## src/rtl/spu_pkg.sv

```systemverilog
// Package for the solar position unit: constants and the arctangent table.
package spu_pkg;

  localparam int CordicStagesDefault = 16;
  localparam int FractionBitsDefault = 15;
  localparam int TableLen = 24;

  localparam logic [31:0] HalfTurn = 32'h8000_0000;
  localparam logic [31:0] QuarterTurn = 32'h4000_0000;
  localparam longint GainQ30 = 64'd652032874;
  localparam longint DeclAmp = 64'd279650093;
  localparam longint Deg256Turn = 64'd92160;
  localparam int NightLow = -2048;
  localparam int NightHigh = 1536;
  localparam int ElevLimit = 23040;

  localparam logic [0:0] RegLatitude = 1'b0;
  localparam logic [0:0] RegNorthYaw = 1'b1;

  function automatic logic [31:0] atan_entry(input int i);
    logic [31:0] r;
    case (i)
      0: r = 32'h20000000;
      1: r = 32'h12E4051E;
      2: r = 32'h09FB385B;
      3: r = 32'h051111D4;
      4: r = 32'h028B0D43;
      5: r = 32'h0145D7E1;
      6: r = 32'h00A2F61E;
      7: r = 32'h00517C55;
      8: r = 32'h0028BE53;
      9: r = 32'h00145F2F;
      10: r = 32'h000A2F98;
      11: r = 32'h000517CC;
      12: r = 32'h00028BE6;
      13: r = 32'h000145F3;
      14: r = 32'h0000A2FA;
      15: r = 32'h0000517D;
      16: r = 32'h000028BE;
      17: r = 32'h0000145F;
      18: r = 32'h00000A30;
      19: r = 32'h00000518;
      20: r = 32'h0000028C;
      21: r = 32'h00000146;
      22: r = 32'h000000A3;
      23: r = 32'h00000051;
      default: r = 32'h0;
    endcase
    return r;
  endfunction

endpackage

```

## src/rtl/spu_cordic_vec.sv

```systemverilog
// Pipelined vectoring-mode CORDIC: gain-scaled magnitude and binary angle.
module spu_cordic_vec #(
  parameter int Stages = 16,
  parameter int W = 20
) (
  input  logic                clk,
  input  logic                en,
  input  logic signed [W-1:0] x_in,
  input  logic signed [W-1:0] y_in,
  output logic signed [W-1:0] mag,
  output logic signed [33:0]  ang
);
  import spu_pkg::*;

  logic signed [W-1:0] xs [Stages+1];
  logic signed [W-1:0] ys [Stages+1];
  logic signed [33:0]  zs [Stages+1];

  always_comb begin
    xs[0] = x_in;
    ys[0] = y_in;
    zs[0] = '0;
  end

  for (genvar i = 0; i < Stages; i++) begin : g_stage
    always_ff @(posedge clk) begin
      if (en) begin
        if (ys[i][W-1]) begin
          xs[i+1] <= xs[i] - (ys[i] >>> i);
          ys[i+1] <= ys[i] + (xs[i] >>> i);
          zs[i+1] <= zs[i] - 34'(atan_entry(i));
        end else begin
          xs[i+1] <= xs[i] + (ys[i] >>> i);
          ys[i+1] <= ys[i] - (xs[i] >>> i);
          zs[i+1] <= zs[i] + 34'(atan_entry(i));
        end
      end
    end
  end

  assign mag = xs[Stages];
  assign ang = zs[Stages];

endmodule

```

## config.mk

```make
export PLATFORM = sky130hd
export DESIGN_NAME = spu_cordic_vec
export DESIGN_NICKNAME = d
export VERILOG_FILES = /design/src/rtl/spu_pkg.sv /design/src/rtl/spu_cordic_vec.sv
export SDC_FILE = /design/constraint.sdc
export NUM_CORES = 2
export LEC_CHECK = 0
export ABC_CLOCK_PERIOD_IN_PS = 7500
export BUFFER_PORTS_ARGS = -buffer_cell sky130_fd_sc_hd__buf_4
export CORE_UTILIZATION = 38
export DETAILED_ROUTE_END_ITERATION = 10
export HOLD_SLACK_MARGIN = 0.08
export PLACE_DENSITY_LB_ADDON = 0.2
export REMOVE_ABC_BUFFERS = 1
export SYNTH_ARGS = -nofsm -noshare
export SYNTH_HDL_FRONTEND = slang
export SYNTH_SLANG_ARGS = --single-unit
```

## constraint.sdc

```tcl
create_clock -name clk -period 7.5 [get_ports clk]
set_clock_uncertainty 0.1 [all_clocks]
set_input_delay 0.75 -clock clk [delete_from_list [all_inputs] [get_ports clk]]
set_output_delay 0.75 -clock clk [all_outputs]
set_load 0.005 [all_outputs]
```

# After elaboration in Yosys (flattened, before gate mapping)
# Cells that the tools add are included.
# classes
mux,47
reduce_logical,0
bitwise,0
n_shift,0
div,0
n_eq_ne,0
n_addsub,91
multipliers,0
order_cmp,0
# op_table
op,n
$mux W20,31
$mux W34,16
$add A20 B10 Y20,2
$add A20 B11 Y20,2
$add A20 B12 Y20,2
$add A20 B13 Y20,2
$add A20 B14 Y20,2
$add A20 B15 Y20,2
$add A20 B16 Y20,2
$add A20 B17 Y20,2
$add A20 B18 Y20,2
$add A20 B19 Y20,2
$add A20 B6 Y20,2
$add A20 B7 Y20,2
$add A20 B8 Y20,2
$add A20 B9 Y20,2
$sub A20 B10 Y20,2
$sub A20 B11 Y20,2
$sub A20 B12 Y20,2
$sub A20 B13 Y20,2
$sub A20 B14 Y20,2
$sub A20 B15 Y20,2
$sub A20 B16 Y20,2
$sub A20 B17 Y20,2
40 further kinds,47
# word_totals
input_bits,42
latch_bits,0
reg_bits,1164
memories,0
rom_bits,0
ramBits,0
wordCells,185
output_inout_bits,54

# Longest topological paths before layout
# logic_depth
ltp_word,2
ltp_mapped,18
mapped_depth_nobuf,18

# Worst setup path after synthesis
# No wires, ideal clock.
# synth_timing
path_type,flip-flop to flip-flop
startpoint,register ys[79] (netlist bit)
endpoint,"register zs[101] (netlist bit), data pin"
synth_period_minus_slack_ps,4234
t_required_ps,7136
setup_slack_ps,3266
setup_time_ps,264
path_stages_with_launch,15
path_buffers,1
t_arrival_ps,3871
cell_sequence,edfxtp_1 -> clkbuf_1 -> inv_1 -> ha_1 -> fa_1 -> a21o_1 -> a21oi_1 -> o21bai_1 -> a2111o_1 -> nand3_1 -> o21ai_1 -> a211oi_1 -> nor3_1 -> a211oi_1 -> xnor2_1
# synth_via
elab_chain_len,1
# synth_lines
element,line_no,rtl
"start, declared",spu_cordic_vec.sv:16,logic signed [W-1:0] ys [Stages+1];
"start signal, assigned by index",spu_cordic_vec.sv:30,ys[i+1] <= ys[i] + (xs[i] >>> i);
"start signal, assigned by index",spu_cordic_vec.sv:34,ys[i+1] <= ys[i] - (xs[i] >>> i);
$mux W34,spu_cordic_vec.sv:28,if (ys[i][W-1]) begin
"end signal, assigned by index",spu_cordic_vec.sv:31,zs[i+1] <= zs[i] - 34'(atan_entry(i));
"end signal, assigned by index",spu_cordic_vec.sv:35,zs[i+1] <= zs[i] + 34'(atan_entry(i));
"end, declared",spu_cordic_vec.sv:17,logic signed [33:0] zs [Stages+1];
# Every way passes these cells.
# A chain may end at the register's enable or synchronous reset.

# Worst setup path after layout
# layout_timing
startpoint,register ys[199] (netlist bit)
endpoint,"register zs[302] (netlist bit), data pin"
# The elaborated chain is that of the path after synthesis.

==> impl_results.md <==
* Core Footprint at about 230000 um2
* Crit end category: flop
* Via Count at 64000
* Clk_lat worst skew at between 700 and 800 ps
* Vias in the first global route at 63500
* # DRC at 0
* Row Count at between 150 and 200
* Vias per cell at around 5.3
* GRT overflow at 0
* Sequential area share after synthesis at 0.370
* FMAX at just under 0.2 GHz
* Critical Path Source Type: flop
* Setup ws final at about 2400 ps
* CTS clock-pin slew for the worst setup and hold paths at roughly 60 ps
* Non-Filler Instances at about 12000
* Post-route clock period utilization at 0.681
* Simple-Gate Fraction of Synth Area at 0.126
* Overall die width at about 480 um
* HP Class: in -> reg
* Synth Instances at roughly 9000
* Ys Warns at 0
* Reg-to-reg critical path endpoint: zs[302]
* Hold Crit Start: x_in[19]
* Crit path largest cell delay at 1010 ps
* Post-synth EDFFs at between 1000 and 1500
* RSZ-0062 raised after global routing: no
* Slew headroom at 0.223
* FF/Latch Area at 32200 um2
* Mapped Avg Cell Area at around 9.8 um2
* Hold path endpoint: ys[319]
* Gr usage total at 0.167
* Post-Route WL at just under 200000 um
* Total placed cells including tap cells at roughly 12000
* # hold bufs at CTS at 0
* Layout cells sized above 1 at 0.0478
* Post-DP HPWL at around 150000 um
* Post-synthesis compound-gate area fraction at 0.184
* Post_cts resized at 0
* Post-synthesis xor/xnor area fraction at 0.119
* Main combinational cell family by area after synthesis: compound AO/OA/AOI/OAI gates
* Post-synthesis mux area share at 0.00643
* Post-synthesis cell type count at between 90 and 100
* WP data arrival at between 5000 and 6000 ps
* TritonCTS clock tree: built
* Largest net degree at the start of global routing at between 150 and 200
* Pre-CTS WS at ~2500 ps
* Antenna violations before repair at 1
* Ys flop type: edfxtp_1
* Die height at ~480 um
* Starting DRT DRC Count at around 3200
* DRT Pass-1 Iters at 6
* Ports at 96
* Async S/R FF share, synth at 0
* Largest cells by area after synthesis: edfxtp_1 37%, ha_1 16%, xnor2_1 8.0%, a21oi_1 5.0%, xor2_1 3.9%
* Fillers at 21900
* Synth Cell Area at ~87000 um2
* Number of synthesized register bits at 1071
* Worst Path Max Fanout at 28
* Final worst path period need at just over 5000 ps
* CTS Buffer Depth at 3
* First-pass GRT wire length at ~320000 um
* Worst R2R Path Depth at 12
* Share of the synthesized area in the top cell type at 0.370
* Final nets at 10100
* Worst slew pin tran at around 1100 ps
* Pins Over Slew Limit at 0
* Antenna-violating nets left at 0
* WP data required at 7890 ps
* Final Hold Fails at 0
* Htree depth at 4
* Layout area overhead at 9.44%
* PortBufs at 94
* Synth area leader: edfxtp_1
* Die area at around 230000 um2
* WHS Path Cells at 2
* Max Cap Viol at 0
* Launch point of the worst reg-to-reg path: ys[199]
* Initial Util at 0.382
* Post-Synth Adder-Cell Area at 0.165
* Setup Viol. Count Final at 0
* Routed len/inst at 16.3 um
* FF-to-FF setup slack at ~2400 ps
* Outcome: complete, no violations
* GP Congestion at about 0.9
* Critical path, cell by cell: buf_4 -> inv_1 -> ha_1 -> nor2b_1 -> o21ai_0 -> a21boi_1 -> o21ai_1 -> o31ai_1 -> nand4_1 -> a31oi_1 -> a221o_1 -> o311ai_1
* Root Driver: clkbuf_16
* Crit-path slowest cell: edfxtp_1
* WS Path Type: reg -> reg
* Setup TNS at 0 ps
* Area of the multi-input gates at 52200 um2
* Post-CTS setup buffer count at 0
* CTS buffer count at 133
* Clock sinks at 1071
## cells in the mapped netlist (all sizes together), types with 103 or more instances
cell type / count
nand2b: 118
o21bai: 150
ha: 1081
clkbuf: 103
nor3: 279
nor2: 732
nand3: 174
a31oi: 122
a21oi: 874
o21ai: 437
nand2: 398
xor2: 389
xnor2: 794
nor2b: 153
a21o: 400
inv: 456
edfxtp: 1071
## final cells by class
type,instances,area share
Clock inverter,68,0.00786
Clock buffer,171,0.0374
Multi-Input combinational cell,7139,0.549
Inverter,459,0.0181
Sequential cell,1071,0.338
Antenna cell,1,0.0000263
Tap cell,3009,0.0395
Timing Repair Buffer,123,0.0106
## worst max path at each step
stage | start | to | slack [ps] | depth (start not counted)
after floorplan | ys[79] | zs[101] | 2850 | 13
after global placement | ys[199] | zs[302] | 2580 | 12
after detailed placement | ys[199] | zs[302] | 2480 | 12
after CTS | ys[199] | zs[302] | 2470 | 12
after global routing | ys[199] | zs[302] | 2090 | 13
final | ys[199] | zs[302] | 2390 | 12
## worst max-delay path, delay by kind of cell (launching register included)
family                   cells  cell delay, ps
AND/OR/NAND/NOR              2             370
adder cells (fa/ha/maj)      1             510
AO/OA/AOI/OAI                7            1950
flip-flops                   1            1010
buffers and inverters        2             880
## cell families (layout without fill, tap and decap cells)
logic type / after synthesis / after routing
fa+ha+maj: 1123 / 1123
compound gates: 2509 / 2509
simple gates: 2270 / 2270
buf+inv: 636 / 821
other cells: 1 / 2
mux: 53 / 53
flops: 1071 / 1071
xor+xnor: 1183 / 1183
## metal layers
| metal | global-route usage | routed length (um) | part of all wire | up-vias |
|---|---|---|---|---|
| met2 | 0.310 | 99700 | 0.51 | 932 |
| met4 | 0.0594 | 6380 | 0.033 | 0 |
| met5 | 0 | 0 | 0 | - |
| met3 | 0.0219 | 5590 | 0.029 | 348 |
| li1 | - | - | - | 32900 |
| met1 | 0.194 | 84200 | 0.43 | 29800 |
## registers in the layout, indices dropped and copies added (netlist names)
| name | count |
|---|---|
| zs | 434 |
| mag | 20 |
| ang | 33 |
| xs | 299 |
| ys | 285 |
## metrics by stage
stage | hold slack (ps) | instance area (um2) | util
global placement | 309 | 90900 | 0.400
CTS | 129 | 95200 | 0.418
global route | 152 | 95200 | 0.418
floorplan | 300 | 86100 | -
detailed placement | 306 | 90900 | 0.400
finish | 198 | 95200 | 0.418
## layout by cell type, fill, tap and decap left out, types with 32 or more instances in the layout
cell          n
or3_1        54
o21a_1       98
xor2_1      389
buf_4       116
nand2_1     398
a211oi_1     72
nand3_1     174
inv_1       455
nor2_1      732
ha_1       1081
clkbuf_16   137
a31oi_1     119
nand2b_1    118
clkbuf_1     34
a21o_1      400
nor3_1      278
xnor2_1     794
nor2b_1     153
nor4_1       65
and3_1       94
o31ai_1      36
o21ai_0     412
nand4_1      60
edfxtp_1   1071
fa_1         42
and2_1       39
o41ai_1      32
a21oi_1     869
a21boi_0     36
o21bai_1    149
o211ai_1     36
Power is left out: the tool's default activity adds up to more than one toggle a clock period on the data nets, which glitch-free logic cannot reach.
