===== config.mk =====
export PLATFORM = sky130hd
export DESIGN_NAME = spu_cordic_rot
export DESIGN_NICKNAME = d
export VERILOG_FILES = /design/src/rtl/spu_pkg.sv /design/src/rtl/spu_cordic_rot.sv
export SDC_FILE = /design/constraint.sdc
export NUM_CORES = 2
export LEC_CHECK = 0
export BUFFER_PORTS_ARGS = -buffer_cell sky130_fd_sc_hd__clkbuf_2
export CORE_AREA = 10 10 459 461
export DETAILED_ROUTE_END_ITERATION = 16
export DIE_AREA = 0 0 469 471
export PLACE_DENSITY_LB_ADDON = 0.25
export SETUP_SLACK_MARGIN = 0.2
export SLEW_MARGIN = 25
export SYNTH_ARGS = -nofsm -noshare
export SYNTH_HDL_FRONTEND = slang
export SYNTH_SLANG_ARGS = --single-unit

===== constraint.sdc =====
create_clock -name clk -period 5 [get_ports clk]
set_input_delay 0.25 -clock clk [delete_from_list [all_inputs] [get_ports clk]]
set_output_delay 0.25 -clock clk [all_outputs]
set_load 0.1 [all_outputs]

===== src/rtl/spu_pkg.sv =====
// Package for the solar position unit: constants and the arctangent table.
package spu_pkg;

  localparam int CordicStagesDefault = 16;
  localparam int FractionBitsDefault = 15;
  localparam int TableLen = 24;

  localparam logic [31:0] HalfTurn = 32'h8000_0000;
  localparam logic [31:0] QuarterTurn = 32'h4000_0000;
  localparam longint GainQ30 = 64'd652032874;
  localparam longint DeclAmp = 64'd279650093;
  localparam longint Deg256Turn = 64'd92160;
  localparam int NightLow = -2048;
  localparam int NightHigh = 1536;
  localparam int ElevLimit = 23040;

  localparam logic [0:0] RegLatitude = 1'b0;
  localparam logic [0:0] RegNorthYaw = 1'b1;

  function automatic logic [31:0] atan_entry(input int i);
    logic [31:0] r;
    case (i)
      0: r = 32'h20000000;
      1: r = 32'h12E4051E;
      2: r = 32'h09FB385B;
      3: r = 32'h051111D4;
      4: r = 32'h028B0D43;
      5: r = 32'h0145D7E1;
      6: r = 32'h00A2F61E;
      7: r = 32'h00517C55;
      8: r = 32'h0028BE53;
      9: r = 32'h00145F2F;
      10: r = 32'h000A2F98;
      11: r = 32'h000517CC;
      12: r = 32'h00028BE6;
      13: r = 32'h000145F3;
      14: r = 32'h0000A2FA;
      15: r = 32'h0000517D;
      16: r = 32'h000028BE;
      17: r = 32'h0000145F;
      18: r = 32'h00000A30;
      19: r = 32'h00000518;
      20: r = 32'h0000028C;
      21: r = 32'h00000146;
      22: r = 32'h000000A3;
      23: r = 32'h00000051;
      default: r = 32'h0;
    endcase
    return r;
  endfunction

endpackage


===== src/rtl/spu_cordic_rot.sv =====
// Pipelined rotation-mode CORDIC: binary angle in, cosine and sine in Q(F) out.
module spu_cordic_rot #(
  parameter int Stages = 16,
  parameter int Frac = 15
) (
  input  logic                clk,
  input  logic                en,
  input  logic [31:0]         angle,
  output logic signed [Frac+2:0] cos_out,
  output logic signed [Frac+2:0] sin_out
);
  import spu_pkg::*;

  localparam int W = Frac + 3;
  localparam logic signed [W-1:0] Gain = W'(GainQ30 >>> (30 - Frac));

  logic signed [W-1:0] xs [Stages+1];
  logic signed [W-1:0] ys [Stages+1];
  logic signed [33:0]  zs [Stages+1];
  logic                fl [Stages+1];

  logic        flip_in;
  logic [31:0] a_in;

  assign flip_in = ((angle + QuarterTurn) & HalfTurn) != 32'd0;
  assign a_in = flip_in ? angle + HalfTurn : angle;

  always_ff @(posedge clk) begin
    if (en) begin
      xs[0] <= Gain;
      ys[0] <= '0;
      zs[0] <= 34'(signed'(a_in));
      fl[0] <= flip_in;
    end
  end

  for (genvar i = 0; i < Stages; i++) begin : g_stage
    always_ff @(posedge clk) begin
      if (en) begin
        if (!zs[i][33]) begin
          xs[i+1] <= xs[i] - (ys[i] >>> i);
          ys[i+1] <= ys[i] + (xs[i] >>> i);
          zs[i+1] <= zs[i] - 34'(atan_entry(i));
        end else begin
          xs[i+1] <= xs[i] + (ys[i] >>> i);
          ys[i+1] <= ys[i] - (xs[i] >>> i);
          zs[i+1] <= zs[i] + 34'(atan_entry(i));
        end
        fl[i+1] <= fl[i];
      end
    end
  end

  assign cos_out = fl[Stages] ? -xs[Stages] : xs[Stages];
  assign sin_out = fl[Stages] ? -ys[Stages] : ys[Stages];

endmodule


## Word level (Yosys, flattened, before mapping)

Memory sizes are Yosys's and may differ from the RTL's.
Index checks and enable logic that the tools add are counted.

| storage, ports and cells | value |
|---|---|
| word-level logic and storage cells | 300 |
| latch bits | 0 |
| register bits after elaboration | 0 |
| bits in writable memories | 1207 |
| output and inout bits | 36 |
| memories kept | 4 |
| bits of input ports | 34 |
| ROM bits | 0 |

| operators by class | value |
|---|---|
| $mul | 0 |
| muxes and demuxes | 149 |
| order comparisons | 0 |
| bitwise logic cells | 48 |
| eq/ne operators | 0 |
| div/mod/pow operators | 0 |
| shift operators | 0 |
| reduce and logical (&&, ||, !) cells | 0 |
| add/sub/neg operators | 99 |

Memories:

| memory | depth | bits a word | rd ports | clocked after Yosys merged registers in | write ports | line | text |
|---|---|---|---|---|---|---|---|
| zs | 17 | 34 | 16 | 0 | 17 | spu_cordic_rot.sv:19 | `logic signed [33:0] zs [Stages+1];` |
| xs | 17 | 18 | 17 | 0 | 17 | spu_cordic_rot.sv:17 | `logic signed [W-1:0] xs [Stages+1];` |
| ys | 17 | 18 | 17 | 0 | 17 | spu_cordic_rot.sv:18 | `logic signed [W-1:0] ys [Stages+1];` |
| fl | 17 | 1 | 17 | 0 | 17 | spu_cordic_rot.sv:20 | `logic fl [Stages+1];` |

Operators by type and width:

| operator | number |
|---|---|
| 18-bit 2-to-1 mux | 34 |
| 34-bit 2-to-1 mux | 16 |
| 1-bit 2-to-1 mux | 98 |
| 1-bit bitwise OR | 48 |
| 18-bit by 10-bit adder with 18-bit output | 2 |
| 18-bit by 11-bit adder with 18-bit output | 2 |
| 18-bit by 12-bit adder with 18-bit output | 2 |
| 18-bit by 13-bit adder with 18-bit output | 2 |
| 18-bit by 14-bit adder with 18-bit output | 2 |
| 18-bit by 15-bit adder with 18-bit output | 2 |
| 18-bit by 16-bit adder with 18-bit output | 2 |
| 18-bit by 17-bit adder with 18-bit output | 2 |
| 18-bit by 3-bit adder with 18-bit output | 2 |
| 18-bit by 4-bit adder with 18-bit output | 2 |
| 18-bit by 5-bit adder with 18-bit output | 2 |
| 18-bit by 6-bit adder with 18-bit output | 2 |
| 18-bit by 7-bit adder with 18-bit output | 2 |
| 18-bit by 8-bit adder with 18-bit output | 2 |
| 18-bit by 9-bit adder with 18-bit output | 2 |
| 18-bit negation | 2 |
| 18-bit by 10-bit subtractor with 18-bit output | 2 |
| 18-bit by 11-bit subtractor with 18-bit output | 2 |
| 18-bit by 12-bit subtractor with 18-bit output | 2 |
| 18-bit by 13-bit subtractor with 18-bit output | 2 |
| other kinds (48) | 60 |

## Depth between registers and ports, before layout

| logic depth | value |
|---|---|
| depth in word-level cells | 4 |
| gate-level depth with buffers | 19 |
| mapped depth without buffers | 16 |

## Worst setup path after synthesis

No wires, ideal clock.

| path | value |
|---|---|
| kind | input port to flip-flop |
| start | input en |
| end | memory xs[11][16] (netlist name) (data pin) |
| arrival | 4.254 ns |
| slack | 0.488 ns |
| buffers on the path | 4 |
| library setup time | 0.258 ns |
| cell stages on the path | 17 |
| cell sequence | clkbuf_1 clkbuf_1 nand2_1 clkbuf_1 clkbuf_1 o21ai_0 fa_1 a21o_1 a21oi_1 o21bai_1 a21o_1 a21oi_1 o21ai_0 o41ai_1 o2111ai_1 a21oi_1 xnor2_1 |

RTL lines:

| what | line | text |
|---|---|---|
| from (decl) | spu_cordic_rot.sv:7 | `input logic en,` |
| to (decl) | spu_cordic_rot.sv:17 |  |

==> metrics.yaml <==
sta:
  min_period_over_period_pct: 88.7
  slew_violations: 0
  max-slew-margin-rel_pct: 26.1
  worst_slew_pin_slew_ns: 1.09
  final-hold-violation-count: 0
  fmaxAchievable_ghz: 0.225
  setup_violations: 0
  min_period_ns: 4.44
  setup-tns-final_ns: 0
  unrepaired_setup_endpoints_after_global_routing: "false"
  fin_skew_ns: 0.0298
clock_tree:
  clockBufferDepth: 3
  cts_tree: "built"
  clock-root-buffer: "clkbuf_16"
  clock_insertion_delay_worst_skew_ns: 0.78
  clk_pin_slew_ns: 0.06
  clkSinkCount: 1057
  cts_made_buffers: 131
  post_cts_buffers: 0
  ctsHtreeMaxLevel: 4
worst_setup_path:
  critical_path.endpoint_type: "flip-flop"
  category_of_the_critical_setup_timing_path: "in2reg"
  cpLargestDelayFamily: "compound AO/OA/AOI/OAI gates"
  critical_path_arrival_ns: 4.95
  cp_num_buf_inv: 4
  worst_setup_path_startpoint: "en"
  critPathMaxStageDelay_ns: 0.57
  critical_path_top_delay_cell: "dlygate4sd3_1"
  worst_r2r_startpoint: "zs[5][33]"
  timing.critical_path.fanout_max: 42
  timing.critical_path.cells: "dlygate4sd3_1 > buf_8 > buf_4 > nand2_1 > buf_4 > o21ai_0 > ha_1 > a21o_1 > a21oi_1 > nor2b_1 > o21a_1 > o41ai_2 > o21ai_0 > o21ai_0 > o21ai_0 > o41ai_1 > xnor2_1"
  start_kind: "primary input"
  worst_path_required_ns: 5.51
  critical_path.most_common_cell: "o21ai_0"
synthesis:
  synth_area_um2: 80100
  synth.ff_latch_count: 1057
  syn-num-nets: 8940
  synth.distinct_cells: 99
  yosys.area.top_type_share_pct: 39.6
  yosysWarnings: 0
  synthCells: 7874
  post-synth-top-area-cell: "edfxtp_1"
  count_of_flip_flops_with_a_built_in_enable_after_synthesis: 1057
  sequential_area_share_after_synthesis_pct: 39.6
  synth.area.top_cells: "edfxtp_1 40%, ha_1 15%, xnor2_1 7.9%, a21oi_1 4.1%, a21o_1 3.0%"
  synth_async_sr_flop_share_pct: 0
  yosys_most_used_dff: "edfxtp_1"
  synthesis.area_per_instance_um2: 10.2
routing:
  routed_wire_length_per_instance_um: 16.0
  total_iterations_of_the_first_detailed_routing_run: 7
  postRouteAntennaNets: 0
  routed_via_density: 5.32
  vias_post_dr: 57765
  number_of_remaining_drc_errors: 0
  detailedRoute.firstIterationViolations: 3005
  route.final.wire_length_um: 174000
min_path:
  hold_path.startpoint: "angle[19]"
  worst_hold_path_type: "in2reg"
placement:
  portBuffers: 69
  detailed_place_hpwl_um: 136000
  finalWeightedCongestion: 0.872
  placement_stage_cell_area_um2: 83900
layout:
  layout_overhead_on_the_synthesized_area_pct: 10.4
  final_layout_size_suffix_gt1_share_pct: 5.19
  fill_cells: 18898
  fin_area_um2: 88400
  nets: 9143
  post-route-util_pct: 43.9
global_routing:
  first_global_vias: 57847
  global_route_wire_length_before_repair_um: 287000
  grt_antenna_before_repair: 1
  gr-total-overflow: 0
  grt_max_degree: 171
  grtUsageTotal_pct: 15.4
flow_run:
  reported_max_cap_violation_count: 0
outcome:
  status: "complete, no violations"
floorplan:
  ioPinCount: 70
  design.die.area_um2: 221000
  num_rows: 165
  die_w_um: 469
  initial_utilization_pct: 39.8
  die_y_um: 471
  core_region_area_um2: 201000
## state kept, by name (all words and copies together), names as in the netlist
name,count
ys,271
fl,17
zs,508
xs,261
## logic make-up after synthesis
| logic type | after synthesis | synth area share [%] |
|---|---|---|
| AND/OR/NAND/NOR | 2017 | 12.2 |
| multiplexers | 41 | 0.525 |
| AO/OA/AOI/OAI | 2188 | 17.7 |
| XOR/XNOR | 992 | 10.9 |
| buffers and inverters | 546 | 2.57 |
| adder cells (fa/ha/maj) | 1032 | 16.5 |
| flip-flops | 1057 | 39.6 |
| other | 1 | 0.00468 |
## cells in the mapped netlist, types with 23 or more instances
library cell / count
and3_1: 61
a221oi_1: 23
nor2_1: 636
xor2_1: 268
o41ai_1: 26
edfxtp_1: 1057
clkbuf_1: 86
mux2i_1: 33
o21a_1: 125
o211ai_1: 40
nor4_1: 31
a211oi_1: 73
or3_1: 75
ha_1: 988
nand2b_1: 114
o31ai_1: 49
o21ai_0: 423
a31oi_1: 54
a21o_1: 321
nand4_1: 58
xnor2_1: 724
nor3_1: 208
o21bai_1: 149
nand3_1: 165
nor2b_1: 126
a21boi_0: 30
nand2_1: 387
and2_1: 51
fa_1: 44
inv_1: 439
a21oi_1: 651
## per-stage QoR
stage                     cells  hold WS (ns)  setup slack, ns
after floorplan            7874         0.349            0.488
after global placement    10583         0.403            0.477
after detailed placement  10583         0.405            0.332
after CTS                 10849         0.111            0.538
after global routing      10851         0.141            0.274
final                     10853         0.184            0.564
## cell usage in the layout (no fill, tap or decap), types with 26 or more instances in the layout
cell type / Yosys / final
mux2i_1: 33 / 33
edfxtp_1: 1057 / 1057
a21oi_1: 651 / 651
o41ai_1: 26 / 26
dlygate4sd3_1: 0 / 33
nor3_1: 208 / 208
buf_4: 2 / 66
a211oi_1: 73 / 73
nand2b_1: 114 / 114
fa_1: 44 / 44
xor2_1: 268 / 268
nand2_1: 387 / 385
and2_1: 51 / 51
o21a_1: 125 / 125
or3_1: 75 / 75
ha_1: 988 / 988
clkbuf_2: 0 / 68
nand4_1: 58 / 58
nand3_1: 165 / 165
o31ai_1: 49 / 49
a21boi_0: 30 / 30
inv_1: 439 / 439
a21o_1: 321 / 321
clkbuf_16: 0 / 132
a31oi_1: 54 / 54
nor4_1: 31 / 31
and3_1: 61 / 61
xnor2_1: 724 / 724
nor2b_1: 126 / 126
o211ai_1: 40 / 40
o21ai_0: 423 / 423
nor2_1: 636 / 636
o21bai_1: 149 / 149
## final timing paths
path	end	slack, ns	cells past startpoint
max	xs[16][17]	0.56	17
min	zs[0][19]	0.18	2
min reg2reg	zs[1][14]	0.41	0
max reg2reg	xs[6][16]	0.76	15
## final cells by class
class	instances	area, um2	area share (%)
Antenna cell	4	10.0	0.0113
Clock buffer	150	3370	3.81
Clock inverter	83	768	0.869
Inverter	446	1670	1.89
Multi-Input combinational cell	6271	46300	52.3
Sequential cell	1057	31700	35.9
Tap cell	2672	3340	3.78
Timing Repair Buffer	170	1220	1.38
## layer usage
| layer | GRT usage, % | share of wire (%) | vias to the layer above |
|---|---|---|---|
| met5 | 0 | 0 | - |
| met4 | 5.99 | 3.7 | 0 |
| met3 | 1.99 | 3.0 | 330 |
| met2 | 27.8 | 50 | 899 |
| met1 | 18.4 | 43 | 26922 |
| li1 | - | - | 29614 |
## timing repair
action / 4_1_cts / 5_1_grt
hold endpoints to repair: 51 / 0
resized for setup: 0 / 0
hold buffers: 33 / 0
Power is left out: the tool's default activity adds up to more than one toggle a clock period on the data nets, which glitch-free logic cannot reach.
